$ cat src/sv/ttip_pkg.sv
// ----------------------------------------------------------------------------
// ttip_pkg
// shared codes and controller/datapath link types for the telnet input parser
// ----------------------------------------------------------------------------
`default_nettype none

package ttip_pkg;

  // result kinds
  localparam logic [1:0] KIND_KEY  = 2'd0;
  localparam logic [1:0] KIND_ECHO = 2'd1;
  localparam logic [1:0] KIND_CHAR = 2'd2;
  localparam logic [1:0] KIND_END  = 2'd3;

  // navigation key codes
  localparam logic [3:0] NAV_NONE   = 4'd0;
  localparam logic [3:0] NAV_UP     = 4'd1;
  localparam logic [3:0] NAV_DOWN   = 4'd2;
  localparam logic [3:0] NAV_RIGHT  = 4'd3;
  localparam logic [3:0] NAV_LEFT   = 4'd4;
  localparam logic [3:0] NAV_HOME   = 4'd5;
  localparam logic [3:0] NAV_END    = 4'd6;
  localparam logic [3:0] NAV_INSERT = 4'd7;
  localparam logic [3:0] NAV_DELETE = 4'd8;
  localparam logic [3:0] NAV_PGUP   = 4'd9;
  localparam logic [3:0] NAV_PGDN   = 4'd10;

  // telnet command tracking
  localparam logic [2:0] IAC_NONE  = 3'd0;
  localparam logic [2:0] IAC_CMD   = 3'd1;
  localparam logic [2:0] IAC_OPT   = 3'd2;
  localparam logic [2:0] IAC_SUB   = 3'd3;
  localparam logic [2:0] IAC_SUBIAC = 3'd4;

  // escape tracking
  localparam logic [1:0] ESC_NONE = 2'd0;
  localparam logic [1:0] ESC_SEEN = 2'd1;
  localparam logic [1:0] ESC_CSI  = 2'd2;

  // special bytes
  localparam logic [7:0] B_IAC  = 8'd255;
  localparam logic [7:0] B_SB   = 8'd250;
  localparam logic [7:0] B_SE   = 8'd240;
  localparam logic [7:0] B_WILL = 8'd251;
  localparam logic [7:0] B_DONT = 8'd254;
  localparam logic [7:0] B_ESC  = 8'h1B;
  localparam logic [7:0] B_DEL  = 8'h7F;
  localparam logic [7:0] B_BS   = 8'h08;
  localparam logic [7:0] B_EOT  = 8'h04;
  localparam logic [7:0] B_TAB  = 8'h09;
  localparam logic [7:0] B_LF   = 8'h0A;
  localparam logic [7:0] B_CR   = 8'h0D;
  localparam logic [7:0] B_SP   = 8'h20;
  localparam logic [7:0] B_CTRL_MAX = 8'd26;

  // decode outcome of one byte
  localparam logic [1:0] ACT_NONE = 2'd0;
  localparam logic [1:0] ACT_ONE  = 2'd1;
  localparam logic [1:0] ACT_BKSP = 2'd2;
  localparam logic [1:0] ACT_LINE = 2'd3;

  // output register source select
  localparam logic [2:0] SEL_PEND = 3'd0;
  localparam logic [2:0] SEL_BS   = 3'd1;
  localparam logic [2:0] SEL_SP   = 3'd2;
  localparam logic [2:0] SEL_CR   = 3'd3;
  localparam logic [2:0] SEL_LF   = 3'd4;
  localparam logic [2:0] SEL_CHAR = 3'd5;
  localparam logic [2:0] SEL_END  = 3'd6;

  typedef struct packed {
    logic       take;
    logic       parse;
    logic       load;
    logic [2:0] sel;
    logic       last;
    logic       idx_clr;
    logic       idx_inc;
    logic       fill_clr;
  } ttip_cmd_t;

  typedef struct packed {
    logic [1:0] act;
    logic       out_free;
    logic       fill_zero;
    logic       idx_last;
  } ttip_stat_t;

endpackage

`default_nettype wire

$ cat src/sv/ttip_dp.sv
// ----------------------------------------------------------------------------
// ttip_dp
// parse state, line store, pending result and output register
// ----------------------------------------------------------------------------
`default_nettype none

module ttip_dp #(
  parameter int LINE_CAPACITY = 32
) (
  input  wire                      clk,
  input  wire                      rst,
  input  wire                      cfg_we,
  input  wire                      cfg_wdata,
  input  wire  [7:0]               rx_byte,
  input  wire                      out_stall,
  input  wire  ttip_pkg::ttip_cmd_t cmd,
  output ttip_pkg::ttip_stat_t     stat,
  output logic                     out_valid,
  output logic [1:0]               kind,
  output logic [7:0]               byte_value,
  output logic [7:0]               key_ascii,
  output logic                     ctrl_combo,
  output logic [3:0]               nav_key,
  output logic [5:0]               line_length,
  output logic                     last
);

  localparam int FW = $clog2(LINE_CAPACITY);

  logic              program_mode;
  logic [7:0]        rx_q;
  logic [2:0]        iac_phase, iac_phase_next;
  logic [1:0]        escape_phase, escape_phase_next;
  logic [15:0]       escape_number, escape_number_next;
  logic [FW-1:0]     line_fill;
  logic [FW-1:0]     char_idx;
  logic [6:0]        line_store [LINE_CAPACITY];
  logic [6:0]        rd_data;

  logic [1:0]        act;
  logic              fill_inc, fill_dec;
  logic [1:0]        p_kind_next;
  logic [7:0]        p_byte_next, p_ascii_next;
  logic              p_ctrl_next;
  logic [3:0]        p_nav_next;
  logic [1:0]        pend_kind;
  logic [7:0]        pend_byte, pend_ascii;
  logic              pend_ctrl;
  logic [3:0]        pend_nav;
  logic [3:0]        nav;

  // csi final byte to navigation key
  always_comb begin
    nav = ttip_pkg::NAV_NONE;
    case (rx_q)
      8'h41: nav = ttip_pkg::NAV_UP;
      8'h42: nav = ttip_pkg::NAV_DOWN;
      8'h43: nav = ttip_pkg::NAV_RIGHT;
      8'h44: nav = ttip_pkg::NAV_LEFT;
      8'h48: nav = ttip_pkg::NAV_HOME;
      8'h46: nav = ttip_pkg::NAV_END;
      8'h7E: begin
        if (escape_number == 16'd2) nav = ttip_pkg::NAV_INSERT;
        else if (escape_number == 16'd3) nav = ttip_pkg::NAV_DELETE;
        else if (escape_number == 16'd5) nav = ttip_pkg::NAV_PGUP;
        else if (escape_number == 16'd6) nav = ttip_pkg::NAV_PGDN;
      end
      default: nav = ttip_pkg::NAV_NONE;
    endcase
  end

  // byte decode
  always_comb begin
    iac_phase_next     = iac_phase;
    escape_phase_next  = escape_phase;
    escape_number_next = escape_number;
    act          = ttip_pkg::ACT_NONE;
    fill_inc     = 1'b0;
    fill_dec     = 1'b0;
    p_kind_next  = ttip_pkg::KIND_KEY;
    p_byte_next  = rx_q;
    p_ascii_next = rx_q;
    p_ctrl_next  = 1'b0;
    p_nav_next   = ttip_pkg::NAV_NONE;
    if (iac_phase != ttip_pkg::IAC_NONE) begin
      case (iac_phase)
        ttip_pkg::IAC_CMD: begin
          if (rx_q == ttip_pkg::B_SB) iac_phase_next = ttip_pkg::IAC_SUB;
          else if (rx_q >= ttip_pkg::B_WILL && rx_q <= ttip_pkg::B_DONT)
            iac_phase_next = ttip_pkg::IAC_OPT;
          else iac_phase_next = ttip_pkg::IAC_NONE;
        end
        ttip_pkg::IAC_SUB: begin
          if (rx_q == ttip_pkg::B_IAC) iac_phase_next = ttip_pkg::IAC_SUBIAC;
        end
        ttip_pkg::IAC_SUBIAC: begin
          iac_phase_next = (rx_q == ttip_pkg::B_SE) ? ttip_pkg::IAC_NONE : ttip_pkg::IAC_SUB;
        end
        default: iac_phase_next = ttip_pkg::IAC_NONE;
      endcase
    end else if (rx_q == ttip_pkg::B_IAC) begin
      iac_phase_next = ttip_pkg::IAC_CMD;
    end else if (escape_phase != ttip_pkg::ESC_NONE) begin
      if (escape_phase == ttip_pkg::ESC_SEEN) begin
        if (rx_q == 8'h5B) begin
          escape_phase_next  = ttip_pkg::ESC_CSI;
          escape_number_next = 16'd0;
        end else begin
          escape_phase_next = ttip_pkg::ESC_NONE;
        end
      end else if (escape_phase == ttip_pkg::ESC_CSI) begin
        if (rx_q >= 8'h30 && rx_q <= 8'h39) begin
          escape_number_next = (escape_number << 3) + (escape_number << 1)
                               + {12'd0, rx_q[3:0]};
        end else if (rx_q >= 8'h40 && rx_q <= 8'h7E) begin
          escape_phase_next = ttip_pkg::ESC_NONE;
          if (program_mode && nav != ttip_pkg::NAV_NONE) begin
            act          = ttip_pkg::ACT_ONE;
            p_byte_next  = 8'd0;
            p_ascii_next = 8'd0;
            p_nav_next   = nav;
          end
        end
      end else begin
        escape_phase_next = ttip_pkg::ESC_NONE;
      end
    end else if (rx_q == ttip_pkg::B_ESC) begin
      escape_phase_next = ttip_pkg::ESC_SEEN;
    end else if (rx_q == ttip_pkg::B_EOT) begin
      act = ttip_pkg::ACT_NONE;
    end else if (program_mode) begin
      if (rx_q != ttip_pkg::B_LF) begin
        act = ttip_pkg::ACT_ONE;
        if (rx_q >= 8'd1 && rx_q <= ttip_pkg::B_CTRL_MAX && rx_q != ttip_pkg::B_CR
            && rx_q != ttip_pkg::B_TAB && rx_q != ttip_pkg::B_BS) begin
          p_byte_next = rx_q + 8'h40;
          p_ctrl_next = 1'b1;
        end
      end
    end else if (rx_q == ttip_pkg::B_CR || rx_q == ttip_pkg::B_LF) begin
      if (!(rx_q == ttip_pkg::B_LF && line_fill == '0)) act = ttip_pkg::ACT_LINE;
    end else if (rx_q == ttip_pkg::B_DEL || rx_q == ttip_pkg::B_BS) begin
      if (line_fill != '0) begin
        act      = ttip_pkg::ACT_BKSP;
        fill_dec = 1'b1;
      end
    end else if (rx_q >= ttip_pkg::B_SP && rx_q < ttip_pkg::B_DEL
                 && line_fill < FW'(LINE_CAPACITY - 1)) begin
      act         = ttip_pkg::ACT_ONE;
      fill_inc    = 1'b1;
      p_kind_next = ttip_pkg::KIND_ECHO;
      p_ascii_next = 8'd0;
    end
  end

  always_ff @(posedge clk) begin
    if (cmd.take) rx_q <= rx_byte;
    if (cmd.parse) begin
      pend_kind  <= p_kind_next;
      pend_byte  <= p_byte_next;
      pend_ascii <= p_ascii_next;
      pend_ctrl  <= p_ctrl_next;
      pend_nav   <= p_nav_next;
    end
  end

  // line store
  always_ff @(posedge clk) begin
    if (cmd.parse && fill_inc) line_store[line_fill] <= rx_q[6:0];
    rd_data <= line_store[char_idx];
  end

  always_ff @(posedge clk) begin
    if (rst) begin
      program_mode  <= 1'b0;
      iac_phase     <= ttip_pkg::IAC_NONE;
      escape_phase  <= ttip_pkg::ESC_NONE;
      escape_number <= 16'd0;
      line_fill     <= '0;
      char_idx      <= '0;
    end else begin
      if (cfg_we) program_mode <= cfg_wdata;
      if (cmd.parse) begin
        iac_phase     <= iac_phase_next;
        escape_phase  <= escape_phase_next;
        escape_number <= escape_number_next;
        if (fill_inc) line_fill <= line_fill + FW'(1);
        else if (fill_dec) line_fill <= line_fill - FW'(1);
      end else if (cmd.fill_clr) begin
        line_fill <= '0;
      end
      if (cmd.idx_clr) char_idx <= '0;
      else if (cmd.idx_inc) char_idx <= char_idx + FW'(1);
    end
  end

  // output register
  always_ff @(posedge clk) begin
    if (rst) begin
      out_valid <= 1'b0;
    end else if (cmd.load) begin
      out_valid <= 1'b1;
    end else if (!out_stall) begin
      out_valid <= 1'b0;
    end
  end

  always_ff @(posedge clk) begin
    if (cmd.load) begin
      last        <= cmd.last;
      kind        <= ttip_pkg::KIND_ECHO;
      byte_value  <= 8'd0;
      key_ascii   <= 8'd0;
      ctrl_combo  <= 1'b0;
      nav_key     <= ttip_pkg::NAV_NONE;
      line_length <= 6'd0;
      case (cmd.sel)
        ttip_pkg::SEL_PEND: begin
          kind       <= pend_kind;
          byte_value <= pend_byte;
          key_ascii  <= pend_ascii;
          ctrl_combo <= pend_ctrl;
          nav_key    <= pend_nav;
        end
        ttip_pkg::SEL_BS:   byte_value <= ttip_pkg::B_BS;
        ttip_pkg::SEL_SP:   byte_value <= ttip_pkg::B_SP;
        ttip_pkg::SEL_CR:   byte_value <= ttip_pkg::B_CR;
        ttip_pkg::SEL_LF:   byte_value <= ttip_pkg::B_LF;
        ttip_pkg::SEL_CHAR: begin
          kind       <= ttip_pkg::KIND_CHAR;
          byte_value <= {1'b0, rd_data};
        end
        ttip_pkg::SEL_END: begin
          kind        <= ttip_pkg::KIND_END;
          line_length <= 6'(line_fill);
        end
        default: byte_value <= 8'd0;
      endcase
    end
  end

  assign stat.act       = act;
  assign stat.out_free  = !out_valid || !out_stall;
  assign stat.fill_zero = (line_fill == '0);
  assign stat.idx_last  = (char_idx == line_fill - FW'(1));

`ifndef ASSERT_OFF
  a_fill_bound: assert property (@(posedge clk) disable iff (rst)
    line_fill <= FW'(LINE_CAPACITY - 1))
    else $error("line fill beyond capacity");
`endif

endmodule

`default_nettype wire

$ cat src/sv/ttip_ctrl.sv
// ----------------------------------------------------------------------------
// ttip_ctrl
// sequencer: takes a byte, decodes it, then issues its results one by one
// ----------------------------------------------------------------------------
`default_nettype none

module ttip_ctrl (
  input  wire                       clk,
  input  wire                       rst,
  input  wire                       in_valid,
  output logic                      in_stall,
  input  wire  ttip_pkg::ttip_stat_t stat,
  output ttip_pkg::ttip_cmd_t       cmd
);

  localparam logic [3:0] S_IDLE  = 4'd0;
  localparam logic [3:0] S_PARSE = 4'd1;
  localparam logic [3:0] S_ONE   = 4'd2;
  localparam logic [3:0] S_BS1   = 4'd3;
  localparam logic [3:0] S_BS2   = 4'd4;
  localparam logic [3:0] S_BS3   = 4'd5;
  localparam logic [3:0] S_CR    = 4'd6;
  localparam logic [3:0] S_LF    = 4'd7;
  localparam logic [3:0] S_FETCH = 4'd8;
  localparam logic [3:0] S_CHAR  = 4'd9;
  localparam logic [3:0] S_END   = 4'd10;

  logic [3:0] state, state_next;

  always_comb begin
    state_next = state;
    cmd        = '0;
    cmd.sel    = ttip_pkg::SEL_PEND;
    in_stall   = 1'b1;
    case (state)
      S_IDLE: begin
        // no byte is taken while reset is held
        in_stall = rst;
        if (in_valid && !rst) begin
          cmd.take   = 1'b1;
          state_next = S_PARSE;
        end
      end
      S_PARSE: begin
        cmd.parse = 1'b1;
        case (stat.act)
          ttip_pkg::ACT_ONE:  state_next = S_ONE;
          ttip_pkg::ACT_BKSP: state_next = S_BS1;
          ttip_pkg::ACT_LINE: state_next = S_CR;
          default:            state_next = S_IDLE;
        endcase
      end
      S_ONE: begin
        if (stat.out_free) begin
          cmd.load   = 1'b1;
          cmd.last   = 1'b1;
          state_next = S_IDLE;
        end
      end
      S_BS1: begin
        if (stat.out_free) begin
          cmd.load   = 1'b1;
          cmd.sel    = ttip_pkg::SEL_BS;
          state_next = S_BS2;
        end
      end
      S_BS2: begin
        if (stat.out_free) begin
          cmd.load   = 1'b1;
          cmd.sel    = ttip_pkg::SEL_SP;
          state_next = S_BS3;
        end
      end
      S_BS3: begin
        if (stat.out_free) begin
          cmd.load   = 1'b1;
          cmd.sel    = ttip_pkg::SEL_BS;
          cmd.last   = 1'b1;
          state_next = S_IDLE;
        end
      end
      S_CR: begin
        if (stat.out_free) begin
          cmd.load   = 1'b1;
          cmd.sel    = ttip_pkg::SEL_CR;
          state_next = S_LF;
        end
      end
      S_LF: begin
        if (stat.out_free) begin
          cmd.load    = 1'b1;
          cmd.sel     = ttip_pkg::SEL_LF;
          cmd.idx_clr = 1'b1;
          state_next  = stat.fill_zero ? S_END : S_FETCH;
        end
      end
      S_FETCH: begin
        state_next = S_CHAR;
      end
      S_CHAR: begin
        if (stat.out_free) begin
          cmd.load    = 1'b1;
          cmd.sel     = ttip_pkg::SEL_CHAR;
          cmd.idx_inc = 1'b1;
          state_next  = stat.idx_last ? S_END : S_FETCH;
        end
      end
      S_END: begin
        if (stat.out_free) begin
          cmd.load     = 1'b1;
          cmd.sel      = ttip_pkg::SEL_END;
          cmd.last     = 1'b1;
          cmd.fill_clr = 1'b1;
          state_next   = S_IDLE;
        end
      end
      default: state_next = S_IDLE;
    endcase
  end

  always_ff @(posedge clk) begin
    if (rst) begin
      state <= S_IDLE;
    end else begin
      state <= state_next;
    end
  end

`ifndef ASSERT_OFF
  a_parse_follows_take: assert property (@(posedge clk) disable iff (rst)
    cmd.take |=> (state == S_PARSE))
    else $error("accepted byte not decoded next cycle");
`endif

endmodule

`default_nettype wire

$ cat src/sv/telnet_terminal_input_parser.sv
// ----------------------------------------------------------------------------
// telnet_terminal_input_parser
// telnet byte filter with csi key decoding and a line editor
// ----------------------------------------------------------------------------
//
// channel   direction  handshake             payload
// cfg       in         cfg_we                cfg_wdata (program_mode)
// rx        in         in_valid / in_stall   rx_byte
// result    out        out_valid / out_stall kind, byte_value, key_ascii,
//                                            ctrl_combo, nav_key, line_length, last
//
// each byte is taken and decoded in one decode step; the sequencer then issues its
//   results one at a time: none, one, a backspace echo, or a completed line
//   (CR, LF, stored characters, line end); each line character costs a
//   registered store read
// rst is synchronous; it clears parse state, line fill and program_mode
// a stalled result holds in the output register while the next byte is taken
//   and decoded; sequencing resumes when the register frees up
// ----------------------------------------------------------------------------
`default_nettype none

module telnet_terminal_input_parser #(
  parameter int LINE_CAPACITY = 32
) (
  input  wire        clk,
  input  wire        rst,
  // configuration
  input  wire        cfg_we,
  input  wire        cfg_wdata,
  // received bytes
  input  wire        in_valid,
  output logic       in_stall,
  input  wire  [7:0] rx_byte,
  // results
  output logic       out_valid,
  input  wire        out_stall,
  output logic [1:0] kind,
  output logic [7:0] byte_value,
  output logic [7:0] key_ascii,
  output logic       ctrl_combo,
  output logic [3:0] nav_key,
  output logic [5:0] line_length,
  output logic       last
);

  // command and status between sequencer and datapath
  ttip_pkg::ttip_cmd_t  cmd;
  ttip_pkg::ttip_stat_t stat;

  // sequencer
  ttip_ctrl u_ctrl (
    .clk      (clk),
    .rst      (rst),
    .in_valid (in_valid),
    .in_stall (in_stall),
    .stat     (stat),
    .cmd      (cmd)
  );

  // decode, line store and output register
  ttip_dp #(
    .LINE_CAPACITY (LINE_CAPACITY)
  ) u_dp (
    .clk         (clk),
    .rst         (rst),
    .cfg_we      (cfg_we),
    .cfg_wdata   (cfg_wdata),
    .rx_byte     (rx_byte),
    .out_stall   (out_stall),
    .cmd         (cmd),
    .stat        (stat),
    .out_valid   (out_valid),
    .kind        (kind),
    .byte_value  (byte_value),
    .key_ascii   (key_ascii),
    .ctrl_combo  (ctrl_combo),
    .nav_key     (nav_key),
    .line_length (line_length),
    .last        (last)
  );

`ifndef ASSERT_OFF
  // line length only travels on a line end
  a_len_on_end: assert property (@(posedge clk) disable iff (rst)
    (out_valid && kind != ttip_pkg::KIND_END) |-> (line_length == 6'd0))
    else $error("line length outside line end");

  // key fields only travel on key events
  a_key_fields: assert property (@(posedge clk) disable iff (rst)
    (out_valid && kind != ttip_pkg::KIND_KEY)
      |-> (key_ascii == 8'd0 && !ctrl_combo && nav_key == ttip_pkg::NAV_NONE))
    else $error("key fields set on non-key result");

  // a line end closes the burst of its byte
  a_end_is_last: assert property (@(posedge clk) disable iff (rst)
    (out_valid && kind == ttip_pkg::KIND_END) |-> last)
    else $error("line end without last");
`endif

endmodule

`default_nettype wire
$ cat config.mk
export PLATFORM = sky130hd
export DESIGN_NAME = telnet_terminal_input_parser
export DESIGN_NICKNAME = d
export VERILOG_FILES = /design/src/sv/ttip_pkg.sv /design/src/sv/ttip_dp.sv /design/src/sv/ttip_ctrl.sv /design/src/sv/telnet_terminal_input_parser.sv
export SDC_FILE = /design/constraint.sdc
export NUM_CORES = 1
export LEC_CHECK = 0
export BUFFER_PORTS_ARGS = -buffer_cell sky130_fd_sc_hd__buf_2
export CELL_PAD_IN_SITES_DETAIL_PLACEMENT = 0
export CELL_PAD_IN_SITES_GLOBAL_PLACEMENT = 2
export CORE_MARGIN = 4
export CORE_UTILIZATION = 40
export DETAILED_ROUTE_END_ITERATION = 16
export GPL_TIMING_DRIVEN = 0
export PLACE_DENSITY_LB_ADDON = 0.1
export SETUP_SLACK_MARGIN = 0.05
export SLEW_MARGIN = 20
export SYNTH_ARGS = -nofsm -noshare
export SYNTH_HDL_FRONTEND = slang
export SYNTH_SLANG_ARGS = --single-unit
$ cat constraint.sdc
create_clock -name clk -period 8.89 [get_ports clk]
set_clock_uncertainty 0.1 [all_clocks]
set_input_delay 0.889 -clock clk [delete_from_list [all_inputs] [get_ports clk]]
set_output_delay 0.889 -clock clk [all_outputs]
set_load 0.01 [all_outputs]
# Word-level counts from Yosys, hierarchy flattened
# Memories as Yosys holds them, arrays and structs flattened. A register that Yosys moved wholly into a read port is not among the register bits.
# Cells that the tools add are included.
# Widths: inputs -> output; s select.
op_classes:
  n_addsub: 6
  n_lt_le_gt_ge: 11
  n_eq_ne: 63
  mux: 120
  bitwise_logic: 8
  n_reduce_logical: 41
op_table:
  columns: ["cell", "count"]
  rows:
  - ["$mux 8", 22]
  - ["$eq 8x7->1 const B", 9]
  - ["$mux 16", 4]
  - ["$mux 4", 16]
  - ["$mux 2", 25]
  - ["$pmux 8 s6", 1]
  - ["$pmux 4 s9", 1]
  - ["$mux 1", 34]
  - ["$eq 16x2->1 const B", 2]
  - ["$eq 16x3->1 const B", 2]
  - ["$ne 8x4->1 const B", 4]
  - ["$mux 5", 6]
  - ["$pmux 4 s7", 1]
  - ["$eq 8x4->1 const B", 3]
  - ["$eq 8x8->1 const B", 3]
  - ["$pmux 3 s7", 1]
  - ["$pmux 3 s3", 2]
  - ["$add 16x16->16", 1]
  - ["$add 16x4->16", 1]
  - ["$eq 4x3->1 const B", 4]
  - ["$ge 8x6->1 const B", 2]
  - ["$reduce_or 8->1", 2]
  - ["$reduce_and 7->1", 2]
  - ["$logic_and 1x1->1", 13]
  - ["47 further kinds", 88]
totals:
  reg_bits: 98
  ramBits: 224
  input_bits: 14
  out_inout_bits: 32
  word_cells: 272
  mem_count: 1
mem_list:
  columns: ["name", "depth", "word_bits", "read_ports", "rd_clocked_by_memory_dff", "wr", "line", "text"]
  rows:
  - ["u_dp.line_store", 32, 7, 1, 1, 1, "ttip_dp.sv:37", "logic [6:0] line_store [LINE_CAPACITY];"]

# Logic depth before layout (Yosys ltp)
# Gate-level depths: netlist of run 1.
depth:
  depth_word: 19
  depth_mapped: 10
  depth_no_buf: 10

# Modules after synthesis
# Synthesis of run 1 repeated with hierarchy kept, for this count alone.
hier_totals:
  hier_cells: 1012
  hier_area_um2: 14873.0
modules_own_cells:
  columns: ["module", "instances", "cells_per_inst", "area_per_inst_um2", "seq_area_each_um2"]
  rows:
  - ["ttip_dp", 1, 942, 14386.3, 9298.9]
  - ["ttip_ctrl", 1, 70, 486.7, 80.1]

# Worst setup path after synthesis of run 1
# OpenSTA, ideal clock, no wires.
synth_timing:
  path_type: "register to register"
  start: "register u_dp.rx_q[6]"
  end: "memory u_dp.line_store[0][0] (enable)"
  setup_ps: 360
  t_arrival_ps: 3163
  required_ps: 8430
  path_slack_ps: 5267
  path_stages_with_launch: 10
  n_path_buf: 1
  period_less_slack_ps: 3623
  cell_sequence: "edfxtp_1 > inv_1 > ha_1 > nor3b_1 > a32o_1 > or4b_1 > buf_2 > nor2_1 > nand2_1 > nor2_1"
synth_via:
  elab_chain_len: 15
  word_cells_on_any_way: 25
  classes_between: "order compare (2); eq/ne (7); mux (11); reduce/logical (5)"
synth_lines:
  columns: ["element", "line", "text"]
  rows:
  - ["start, declared", "ttip_dp.sv:31", "logic [7:0] rx_q;"]
  - ["start signal, assigned", "ttip_dp.sv:157", "if (cmd.take) rx_q <= rx_byte;"]
  - ["$ge 8x6->1 / $lt 8x7->1 (equally long branches)", "ttip_dp.sv:147", "end else if (rx_q >= ttip_pkg::B_SP && rx_q < ttip_pkg::B_DEL"]
  - ["$logic_and 1x1->1", "ttip_dp.sv:147", null]
  - ["$logic_and 1x1->1", "ttip_dp.sv:148", "&& line_fill < FW'(LINE_CAPACITY - 1)) begin"]
  - ["$mux 1", "ttip_dp.sv:147", null]
  - ["$mux 1", "ttip_dp.sv:142", "end else if (rx_q == ttip_pkg::B_DEL || rx_q == ttip_pkg::B_BS) begin"]
  - ["$mux 1", "ttip_dp.sv:140", "end else if (rx_q == ttip_pkg::B_CR || rx_q == ttip_pkg::B_LF) begin"]
  - ["$mux 1", "ttip_dp.sv:131", "end else if (program_mode) begin"]
  - ["$mux 1", "ttip_dp.sv:129", "end else if (rx_q == ttip_pkg::B_EOT) begin"]
  - ["$mux 1", "ttip_dp.sv:127", "end else if (rx_q == ttip_pkg::B_ESC) begin"]
  - ["$mux 1", "ttip_dp.sv:103", "end else if (escape_phase != ttip_pkg::ESC_NONE) begin"]
  - ["$mux 1 *", "ttip_dp.sv:101", "end else if (rx_q == ttip_pkg::B_IAC) begin"]
  - ["$mux 1 *", "ttip_dp.sv:85", "if (iac_phase != ttip_pkg::IAC_NONE) begin"]
  - ["$logic_and 1x1->1 *", "ttip_dp.sv:169", "if (cmd.parse && fill_inc) line_store[line_fill] <= rx_q[6:0];"]
  - ["$mux 1 *", "ttip_dp.sv:169", null]
  - ["$mux 1 (implied by the code) *", "ttip_dp.sv:169", null]
  - ["end, declared", "ttip_dp.sv:37", null]
# Mark *: on every way between the ends. The rest lies on a longest branch, timed or not.

# Final worst setup path of run 1
layout_timing:
  start: "register u_dp.rx_q[7]"
  end: "memory u_dp.line_store[27][6] (enable)"
# Same word-level chain as after synthesis.

==> reports/metrics.cfg, run 1 <==
[hold_path]
worstHoldEndpoint = u_dp.nav_key[2]$_SDFFCE_PP0P_
holdCritStartpoint = u_dp.pend_nav[2]$_SDFFCE_PP0P_
hold_class = reg -> reg
hold-path-cell-count = 1

[timing]
tightestPinTransition_ns = 1.059
rsz0062_at_grt = no
clock.fmax_ghz = 0.2133
post-route-min-period_ns = 4.689
final_hold_viol_count = 0
fin_tns_setup_ns = 0
fin_crit_sh_pct = 52.75
slew_viol_final = 0
slew_headroom_pct = 27.60
setup_viol = 0

[finish]
n_antenna_cell = 0
fill_cells = 3181
final_cell_area_sq_um = 17060
areaGrowthSynthToFinish_pct = 15.48
final_nets = 1142
drive_gt1_share_pct = 20.50
final-seq-area_sq_um = 9379
multi_input_area_sq_um = 5097

[synth]
synth-seq-cells = 327
synth.area.top_cells = edfxtp_1, mux4_2, dfxtp_1
syn_nets = 1047
synth_edf_count = 283
syn_area_sq_um = 14780
yosysTopAreaCellShare_pct = 57.52
ys_types = 86
yosys.area.top_type = edfxtp_1
yosysSeqAreaShare_pct = 63.48
synthArstFlopShare_pct = 0
yosysMostFrequentCell = edfxtp_1
synthTopCellsByCount = edfxtp_1, nor2_1, mux4_2
ys.flop_type = edfxtp_1
avgSynthCellArea_sq_um = 14.82
synth_warnings = 0
synth_cells = 997

[route]
routedWlPerCell_microns = 23.94
drtIter0Drc = 655
totalWireLength_microns = 38070
viasPerCell = 5.568
post-route-drc-count = 0
dr.pass1.iters = 5
final_antenna_net_count = 0
via_count = 8853

[job]
max-cap-violations = 0

[power_and_ir_drop]
p_per_area_nw_per_um2 = 219.4
max-vdd-ir-drop_v = 0.0001609
p_leak_nw = 5.659

[setup_path]
crit_top_cell = nor2_1
worst-r2r-cell-count = 10
worst_r2r_endpoint = u_dp.line_store[27][6]$_DFFE_PP_
path_cells = clkbuf_1 -> inv_1 -> ha_1 -> nor3b_1 -> a32o_1 -> or4b_1 -> buf_2 -> nor2_1 -> nand2_1 -> nor2_1
critPathBufInv = 3
cp.arrival_ns = 4.77
worst_path_max_delay_cell = nor2_1
crit_path_end_kind = flop
r2r_slack_ns = 4.20
required_ns = 8.97
timing.rr.start = u_dp.rx_q[7]$_DFFE_PP_
cp_slowest_stage_delay_ns = 0.74
cpLargestDelayFamily = simple AND/OR/NAND/NOR gates
start_kind = flop
path_max_fanout = 10
critPathKind = reg -> reg

[die]
num_rows = 70
floorplan.initialDensity_pct = 40.46
die_x_microns = 200.2
die_area_sq_um = 40080
io_pins = 46
coreArea_sq_um = 36520
die_h_microns = 200.2

[clock_tree]
clk_pin_slew_ns = 0.06
cts_tree = built
cts-buffers-inserted = 38
hold_buffers = 0
root_buffer = clkbuf_16
h-tree-depth = 2
post_cts_resized = 0
cts.sinks = 327
clockBufferDepth = 3
clock_latency_ns = 0.56
cts_setup_buffers = 0

[grt]
grt_first_pass_wirelength_microns = 57930
grt_pass1_vias = 8948
grt_usage_pct = 18.97
antenna_found_initial = 1
grt_start_max_net_pins = 34
grt_overflow_total = 0

[place]
portBuffers = 44
placed_area_sq_um = 15770
routabilityCongestion = 0.7894
dp_hpwl_microns = 26600

[status]
status = completed

routing by layer:
layer	GRT usage [%]	share of wire (%)	up-vias
li1	-	-	4120
met1	28.89	49	4424
met2	27.90	43	250
met3	3.885	5.6	59
met4	5.139	2.2	0
met5	0	0	-
how the worst max path moves through the flow:
| stage | from | endpoint | slack [ns] | depth (start not counted) |
|---|---|---|---|---|
| finish | u_dp.rx_q[7]$_DFFE_PP_ | u_dp.line_store[27][6]$_DFFE_PP_ | 4.20 | 10 |
| global route | u_dp.rx_q[7]$_DFFE_PP_ | u_dp.line_store[0][2]$_DFFE_PP_ | 3.94 | 10 |
| CTS | u_dp.rx_q[7]$_DFFE_PP_ | u_dp.line_store[1][5]$_DFFE_PP_ | 4.15 | 10 |
| detailed placement | u_dp.rx_q[7]$_DFFE_PP_ | u_dp.line_store[1][4]$_DFFE_PP_ | 4.18 | 10 |
| global placement | u_dp.rx_q[6]$_DFFE_PP_ | u_dp.line_store[4][4]$_DFFE_PP_ | 3.34 | 9 |
| floorplan | u_dp.rx_q[6]$_DFFE_PP_ | u_dp.line_store[0][0]$_DFFE_PP_ | 5.27 | 9 |
stage by stage:
step	std cells	power (mW)	hold WS (ns)	utilization (%)	setup WS, ns
floorplan	997	2.024	0.3768	-	5.267
global placement	1509	2.163	0.4009	42.66	3.342
detailed placement	1519	2.186	0.4041	43.17	4.182
CTS	1589	3.790	0.3764	46.68	4.145
global route	1590	3.895	0.3794	46.72	3.943
finish	1590	3.744	0.4048	46.72	4.201
cells in the final DEF (no fill, tap or decap), types with 25 or more instances in the layout:
cell       instances
a21oi_1           34
and2_1            30
buf_2             54
clkbuf_1          49
clkbuf_16         38
dfxtp_1           44
edfxtp_1         283
ha_1              34
mux4_2            70
nand2_1           51
nor2_1            98
o21ai_0           25
cells by family (layout without fill, tap and decap cells):
| logic type | after synthesis | after routing | synth area share, % |
|---|---|---|---|
| flops | 327 | 327 | 63.48 |
| simple gates | 289 | 289 | 10.09 |
| compound gates | 161 | 161 | 8.146 |
| mux | 84 | 84 | 11.69 |
| buf+inv | 77 | 202 | 2.117 |
| fa+ha+maj | 36 | 36 | 3.150 |
| xor+xnor | 22 | 22 | 1.304 |
| other cells | 1 | 1 | 0.02538 |
flip-flops by register name, summed over array words and instances (netlist names), 7 cells and up:
name                count
u_dp.byte_value         8
u_dp.escape_number     16
u_dp.key_ascii          8
u_dp.line_store       224
u_dp.pend_ascii         8
u_dp.pend_byte          8
u_dp.rd_data            7
u_dp.rx_q               8
cell type report:
type | instances | share of cell area (%)
Clock buffer | 47 | 5.771
Inverter | 18 | 0.3960
Sequential cell | 327 | 54.97
Clock inverter | 23 | 1.738
Tap cell | 468 | 3.432
Timing Repair Buffer | 55 | 2.383
Buffer | 59 | 1.437
Multi-Input combinational cell | 593 | 29.87
worst reg2reg max path, delay by kind of cell, from the launching register on:
kind,cells,cell delay (ns)
AOI/OAI and AO/OA,1,0.30
adders and majority gates,1,0.37
buffers and inverters,3,0.97
DFF,1,0.42
and+or+nand+nor,5,2.17
report_power, final:
group	switching (mW)	internal, mW
combinational	0.236	0.120
sequential	0.0355	1.76
clock	0.642	0.949
Note: power is estimated with default switching activity, not from simulation.
==> inputs of run 2 (changes only) <==
==> constraint.sdc (replaced) <==
create_clock -name clk -period 4.2 [get_ports clk]
set_clock_uncertainty 0.1 [all_clocks]
set_input_delay 0.42 -clock clk [delete_from_list [all_inputs] [get_ports clk]]
set_output_delay 0.42 -clock clk [all_outputs]
set_load 0.01 [all_outputs]
==> reports/metrics.cfg, run 2 (synthesized netlist as in run 1, its figures left out) <==
[timing]
fin_tns_setup_ns = 0
final_hold_viol_count = 0
fin_crit_sh_pct = 98.92
setup_viol = 0
slew_headroom_pct = 25.51
post-route-min-period_ns = 4.155
clock.fmax_ghz = 0.2407
tightestPinTransition_ns = 1.089
rsz0062_at_grt = yes
slew_viol_final = 0

[setup_path]
worst_r2r_endpoint = u_dp.line_store[27][6]$_DFFE_PP_
worst_path_max_delay_cell = edfxtp_1
start_kind = flop
cp.arrival_ns = 4.29
required_ns = 4.33
timing.rr.start = u_dp.rx_q[6]$_DFFE_PP_
worst-r2r-cell-count = 10
path_cells = buf_8 -> inv_1 -> ha_1 -> nor3b_1 -> a32o_1 -> or4b_1 -> buf_2 -> nor2_1 -> nand2_2 -> nor2_4
critPathKind = reg -> reg
path_max_fanout = 17
crit_path_end_kind = flop
cp_slowest_stage_delay_ns = 0.50
r2r_slack_ns = 0.05

[grt]
grt_start_max_net_pins = 25
grt_overflow_total = 0
antenna_found_initial = 1
grt_usage_pct = 19.15
grt_pass1_vias = 9040
grt_first_pass_wirelength_microns = 58480

[clock_tree]
clock_latency_ns = 0.56
h-tree-depth = 2
clk_pin_slew_ns = 0.06
cts_tree = built
cts-buffers-inserted = 38
cts.sinks = 327
root_buffer = clkbuf_16
clockBufferDepth = 3

[route]
final_antenna_net_count = 0
viasPerCell = 5.574
drtIter0Drc = 628
totalWireLength_microns = 38290
via_count = 8913
post-route-drc-count = 0
routedWlPerCell_microns = 23.94
dr.pass1.iters = 7

[die]
die_area_sq_um = 40080
die_x_microns = 200.2
floorplan.initialDensity_pct = 40.46
die_h_microns = 200.2
num_rows = 70
coreArea_sq_um = 36520
io_pins = 46

[power_and_ir_drop]
seqPwrFrac_pct = 47.9
max-vdd-ir-drop_v = 0.0003401
pwr-share-comb_pct = 9.8
p_per_area_nw_per_um2 = 456.9
p_sw_mw = 1.952
p_sw_share_pct = 24.55
pwr-share-clk_pct = 42.3
power.internal_mw = 5.999
p_leak_nw = 5.705

[finish]
n_antenna_cell = 0
areaGrowthSynthToFinish_pct = 17.77
final_nets = 1151
final_cell_mix = edfxtp_1, mux4_2, nor2_1
drive_gt1_share_pct = 23.61
final_common_cell = edfxtp_1
final_cell_count_no_fill = 1599
largest_register_ffs = 224
top_regs = u_dp.line_store: 224 flops, u_dp.escape_number: 16 flops
regMostFlops = u_dp.line_store

[place]
routabilityCongestion = 0.7894
dp_hpwl_microns = 26600
dp_cells = 1519
portBuffers = 44

[hold_path]
hold-path-cell-count = 3
holdCritStartpoint = cfg_we
worstHoldEndpoint = u_dp.program_mode$_SDFFE_PP0P_
hold_class = in -> reg

[status]
status = completed

[job]
max-cap-violations = 0

run 2: power by group through the flow:
stage	logic (mW)	registers, mW	clock network (mW)
6_report	0.779	3.81	3.36
5_1_grt	0.851	3.82	3.60
4_1_cts	0.770	3.81	3.46
3_5_place_dp	0.744	3.88	0
3_3_place_gp	0.654	3.92	0
2_1_floorplan	0.386	3.90	0
run 2: per-stage QoR:
step	hold slack (ns)	power [mW]	utilization, %	cell area, sq um	setup slack (ns)
2_1_floorplan	0.3768	4.284	-	14780	0.5766
3_3_place_gp	0.4009	4.578	42.66	15580	-1.348
3_5_place_dp	0.4041	4.628	43.17	15770	-0.5081
4_1_cts	0.008541	8.040	47.25	17260	-0.1436
5_1_grt	0.01874	8.274	47.64	17400	-0.1091
6_report	0.04419	7.950	47.64	17400	0.04527
run 2: layout make-up:
class	instances	area, sq um
Timing Repair Buffer	64	493.0
Sequential cell	327	9379
Buffer	59	246.5
Clock buffer	47	984.7
Fill cell	3148	19120
Inverter	18	67.56
Multi-Input combinational cell	593	5348
Tap cell	468	585.6
Clock inverter	23	296.5
run 2: how the worst max path moves through the flow:
stage / start / to / slack [ns] / cells after the start
final: u_dp.rx_q[6]$_DFFE_PP_ / u_dp.line_store[27][6]$_DFFE_PP_ / 0.05 / 10
after global routing: u_dp.rx_q[6]$_DFFE_PP_ / u_dp.line_store[8][4]$_DFFE_PP_ / -0.11 / 10
after CTS: u_dp.rx_q[6]$_DFFE_PP_ / u_dp.line_store[1][5]$_DFFE_PP_ / -0.14 / 10
after detailed placement: u_dp.rx_q[7]$_DFFE_PP_ / u_dp.line_store[1][4]$_DFFE_PP_ / -0.51 / 10
after global placement: u_dp.rx_q[6]$_DFFE_PP_ / u_dp.line_store[4][4]$_DFFE_PP_ / -1.35 / 9
after floorplan: u_dp.rx_q[6]$_DFFE_PP_ / u_dp.line_store[0][0]$_DFFE_PP_ / 0.58 / 9
run 2: timing repair:
item	in CTS	in global routing
setup buffers	1	0
hold endpoints to repair	9	0
gates resized for setup	38	31
hold buffers	9	0
endpoints found under the setup margin	224	224
run 2: worst max-delay path, delay by kind of cell (launching register included):
kind,cells,cell delay (ns)
adders and majority gates,1,0.38
AOI/OAI and AO/OA,1,0.30
and+or+nand+nor,5,1.95
DFF,1,0.50
buffers and inverters,3,0.59
run 2: metal layers:
metal / part of all wire, % / GRT usage, % / vias to the layer above / wire (microns)
met1: 48 / 28.79 / 4496 / 18490
met3: 5.1 / 4.047 / 54 / 1954
met4: 2.1 / 5.164 / 0 / 814
met5: 0 / 0 / - / 0
met2: 44 / 28.52 / 227 / 17030
li1: - / - / 4136 / -
==> inputs of run 3 (changes only) <==
--- a/config.mk
+++ b/config.mk
@@ -8,6 +8,7 @@
 export BUFFER_PORTS_ARGS = -buffer_cell sky130_fd_sc_hd__buf_2
 export CELL_PAD_IN_SITES_DETAIL_PLACEMENT = 0
 export CELL_PAD_IN_SITES_GLOBAL_PLACEMENT = 2
+export CORE_ASPECT_RATIO = 0.9
 export CORE_MARGIN = 4
 export CORE_UTILIZATION = 40
 export DETAILED_ROUTE_END_ITERATION = 16
==> reports/metrics.cfg, run 3 (synthesized netlist as in run 1, its figures left out) <==
[power_and_ir_drop]
p_leak_nw = 5.721
max-vdd-ir-drop_v = 0.0003271
pwr-share-comb_pct = 10.0
p_sw_share_pct = 24.03
power.internal_mw = 5.934
seqPwrFrac_pct = 48.7
finalPower_mw = 7.811
p_sw_mw = 1.877
pwr-share-clk_pct = 41.4
p_per_area_nw_per_um2 = 450.3

[clock_tree]
cts_tree = built
cts-buffers-inserted = 36
cts.sinks = 327
root_buffer = clkbuf_16
h-tree-depth = 2
clockBufferDepth = 3
clock_latency_ns = 0.53
clk_pin_slew_ns = 0.06
cts_setup_buffers = 0

[timing]
fin_crit_sh_pct = 93.78
slew_headroom_pct = 31.85
post-route-min-period_ns = 3.939
tightestPinTransition_ns = 0.9965
slew_viol_final = 0
clock.fmax_ghz = 0.2539
final_hold_viol_count = 0
rsz0062_at_grt = no
setup_viol = 0

[die]
coreArea_sq_um = 36330
die_area_sq_um = 40080
floorplan.initialDensity_pct = 40.66
die_x_microns = 210.6
io_pins = 46
die_h_microns = 190.3
num_rows = 66

[status]
status = completed

[place]
dp_hpwl_microns = 26790
placed_area_sq_um = 15780
portBuffers = 44
routabilityCongestion = 0.8042
dp_cells = 1528

[finish]
final_cell_area_sq_um = 17340
final_nets = 1148
final_common_cell = edfxtp_1
areaGrowthSynthToFinish_pct = 17.38
largest_register_ffs = 224
regMostFlops = u_dp.line_store
top_regs = u_dp.line_store: 224 flops, u_dp.escape_number: 16 flops
final_cell_count_no_fill = 1602
final_cell_mix = edfxtp_1, mux4_2, nor2_1
drive_gt1_share_pct = 23.71
fill_cells = 3153
n_antenna_cell = 0
final_util_pct = 47.73

[setup_path]
required_ns = 4.30
worst_path_max_delay_cell = or4b_1
crit_path_end_kind = flop
start_kind = flop
cp_slowest_stage_delay_ns = 0.49
critPathKind = reg -> reg
path_cells = clkbuf_2 -> inv_1 -> ha_1 -> nor3b_1 -> a32o_1 -> or4b_1 -> buf_2 -> nor2_2 -> nand2_4 -> nor2_4
cp.arrival_ns = 4.03
path_max_fanout = 10

[route]
routedWlPerCell_microns = 23.78
dr.pass1.iters = 5
drtIter0Drc = 600
post-route-drc-count = 0
final_antenna_net_count = 0
viasPerCell = 5.511
totalWireLength_microns = 38100
via_count = 8828

[job]
max-cap-violations = 0

[grt]
antenna_found_initial = 1
grt_usage_pct = 19.09
grt_pass1_vias = 8935
grt_first_pass_wirelength_microns = 57700
grt_start_max_net_pins = 25
grt_overflow_total = 0

[hold_path]
hold_class = in -> reg

[run 3: cell types whose count changed in the layout (fill, tap and decap cells not counted), sizes merged]
cell         change
clkinvlp         -1
inv              -2
clkbuf           -3
buf              -1
dlygate4sd3      -1
clkinv           +3
[run 3: path summary, 6_finish.rpt]
kind / slack (ns) / depth (start not counted) / start / endpoint
worst min register to register: 0.41 / 1 / u_dp.pend_nav[1]$_SDFFCE_PP0P_ / u_dp.nav_key[1]$_SDFFCE_PP0P_
worst min-delay path: 0.05 / 3 / cfg_wdata / u_dp.program_mode$_SDFFE_PP0P_
worst max register to register: 0.26 / 10 / u_dp.rx_q[7]$_DFFE_PP_ / u_dp.line_store[27][2]$_DFFE_PP_
worst max-delay path: 0.26 / 10 / u_dp.rx_q[7]$_DFFE_PP_ / u_dp.line_store[27][2]$_DFFE_PP_
[run 3: final cells by class]
cell class	instances	area, sq um	share of cell area [%]
Multi-Input combinational cell	593	5370	30.96
Tap cell	476	595.6	3.434
Buffer	59	247.7	1.428
Timing Repair Buffer	63	474.2	2.734
Clock inverter	23	251.5	1.450
Inverter	18	67.56	0.3896
Clock buffer	43	958.4	5.526
Sequential cell	327	9379	54.08
[run 3: what timing repair did]
| action | CTS | global route |
|---|---|---|
| gates resized for setup | 33 | 41 |
| setup endpoints to repair | 224 | 224 |
| hold buffers | 8 | 0 |
| endpoints found under the hold margin | 8 | 0 |
[run 3: metal layers]
metal  share of wire, %  routed length (microns)  track usage [%]
met5                  0                        0                0
met1                 51                    19370            30.58
met3                5.2                     1978            3.487
met2                 42                    16120            27.32
met4                1.7                      630            3.815
[run 3: worst max-delay path, delay by kind of cell, from the launching register on]
family | cells | cell delay (ns)
buf+inv | 3 | 0.68
simple gates | 5 | 1.75
compound gates | 1 | 0.31
flops | 1 | 0.41
fa+ha+maj | 1 | 0.34
[run 3: power by group through the flow]
stage | clock (mW) | sequential (mW) | combinational [mW]
finish | 3.23 | 3.80 | 0.778
global route | 3.46 | 3.81 | 0.846
CTS | 3.31 | 3.80 | 0.762
detailed placement | 0 | 3.87 | 0.748
global placement | 0 | 3.92 | 0.651
floorplan | 0 | 3.90 | 0.386
[run 3: metrics by stage]
stage | hold slack (ns) | setup TNS, ns | setup slack, ns
3_3_place_gp | 0.4038 | -274.98 | -1.272
2_1_floorplan | 0.3768 | 0 | 0.5766
5_1_grt | 0.06788 | 0 | 0.05383
6_report | 0.04721 | 0 | 0.2610
4_1_cts | 0.03114 | -4.482 | -0.05980
3_5_place_dp | 0.4024 | -89.97 | -0.4811
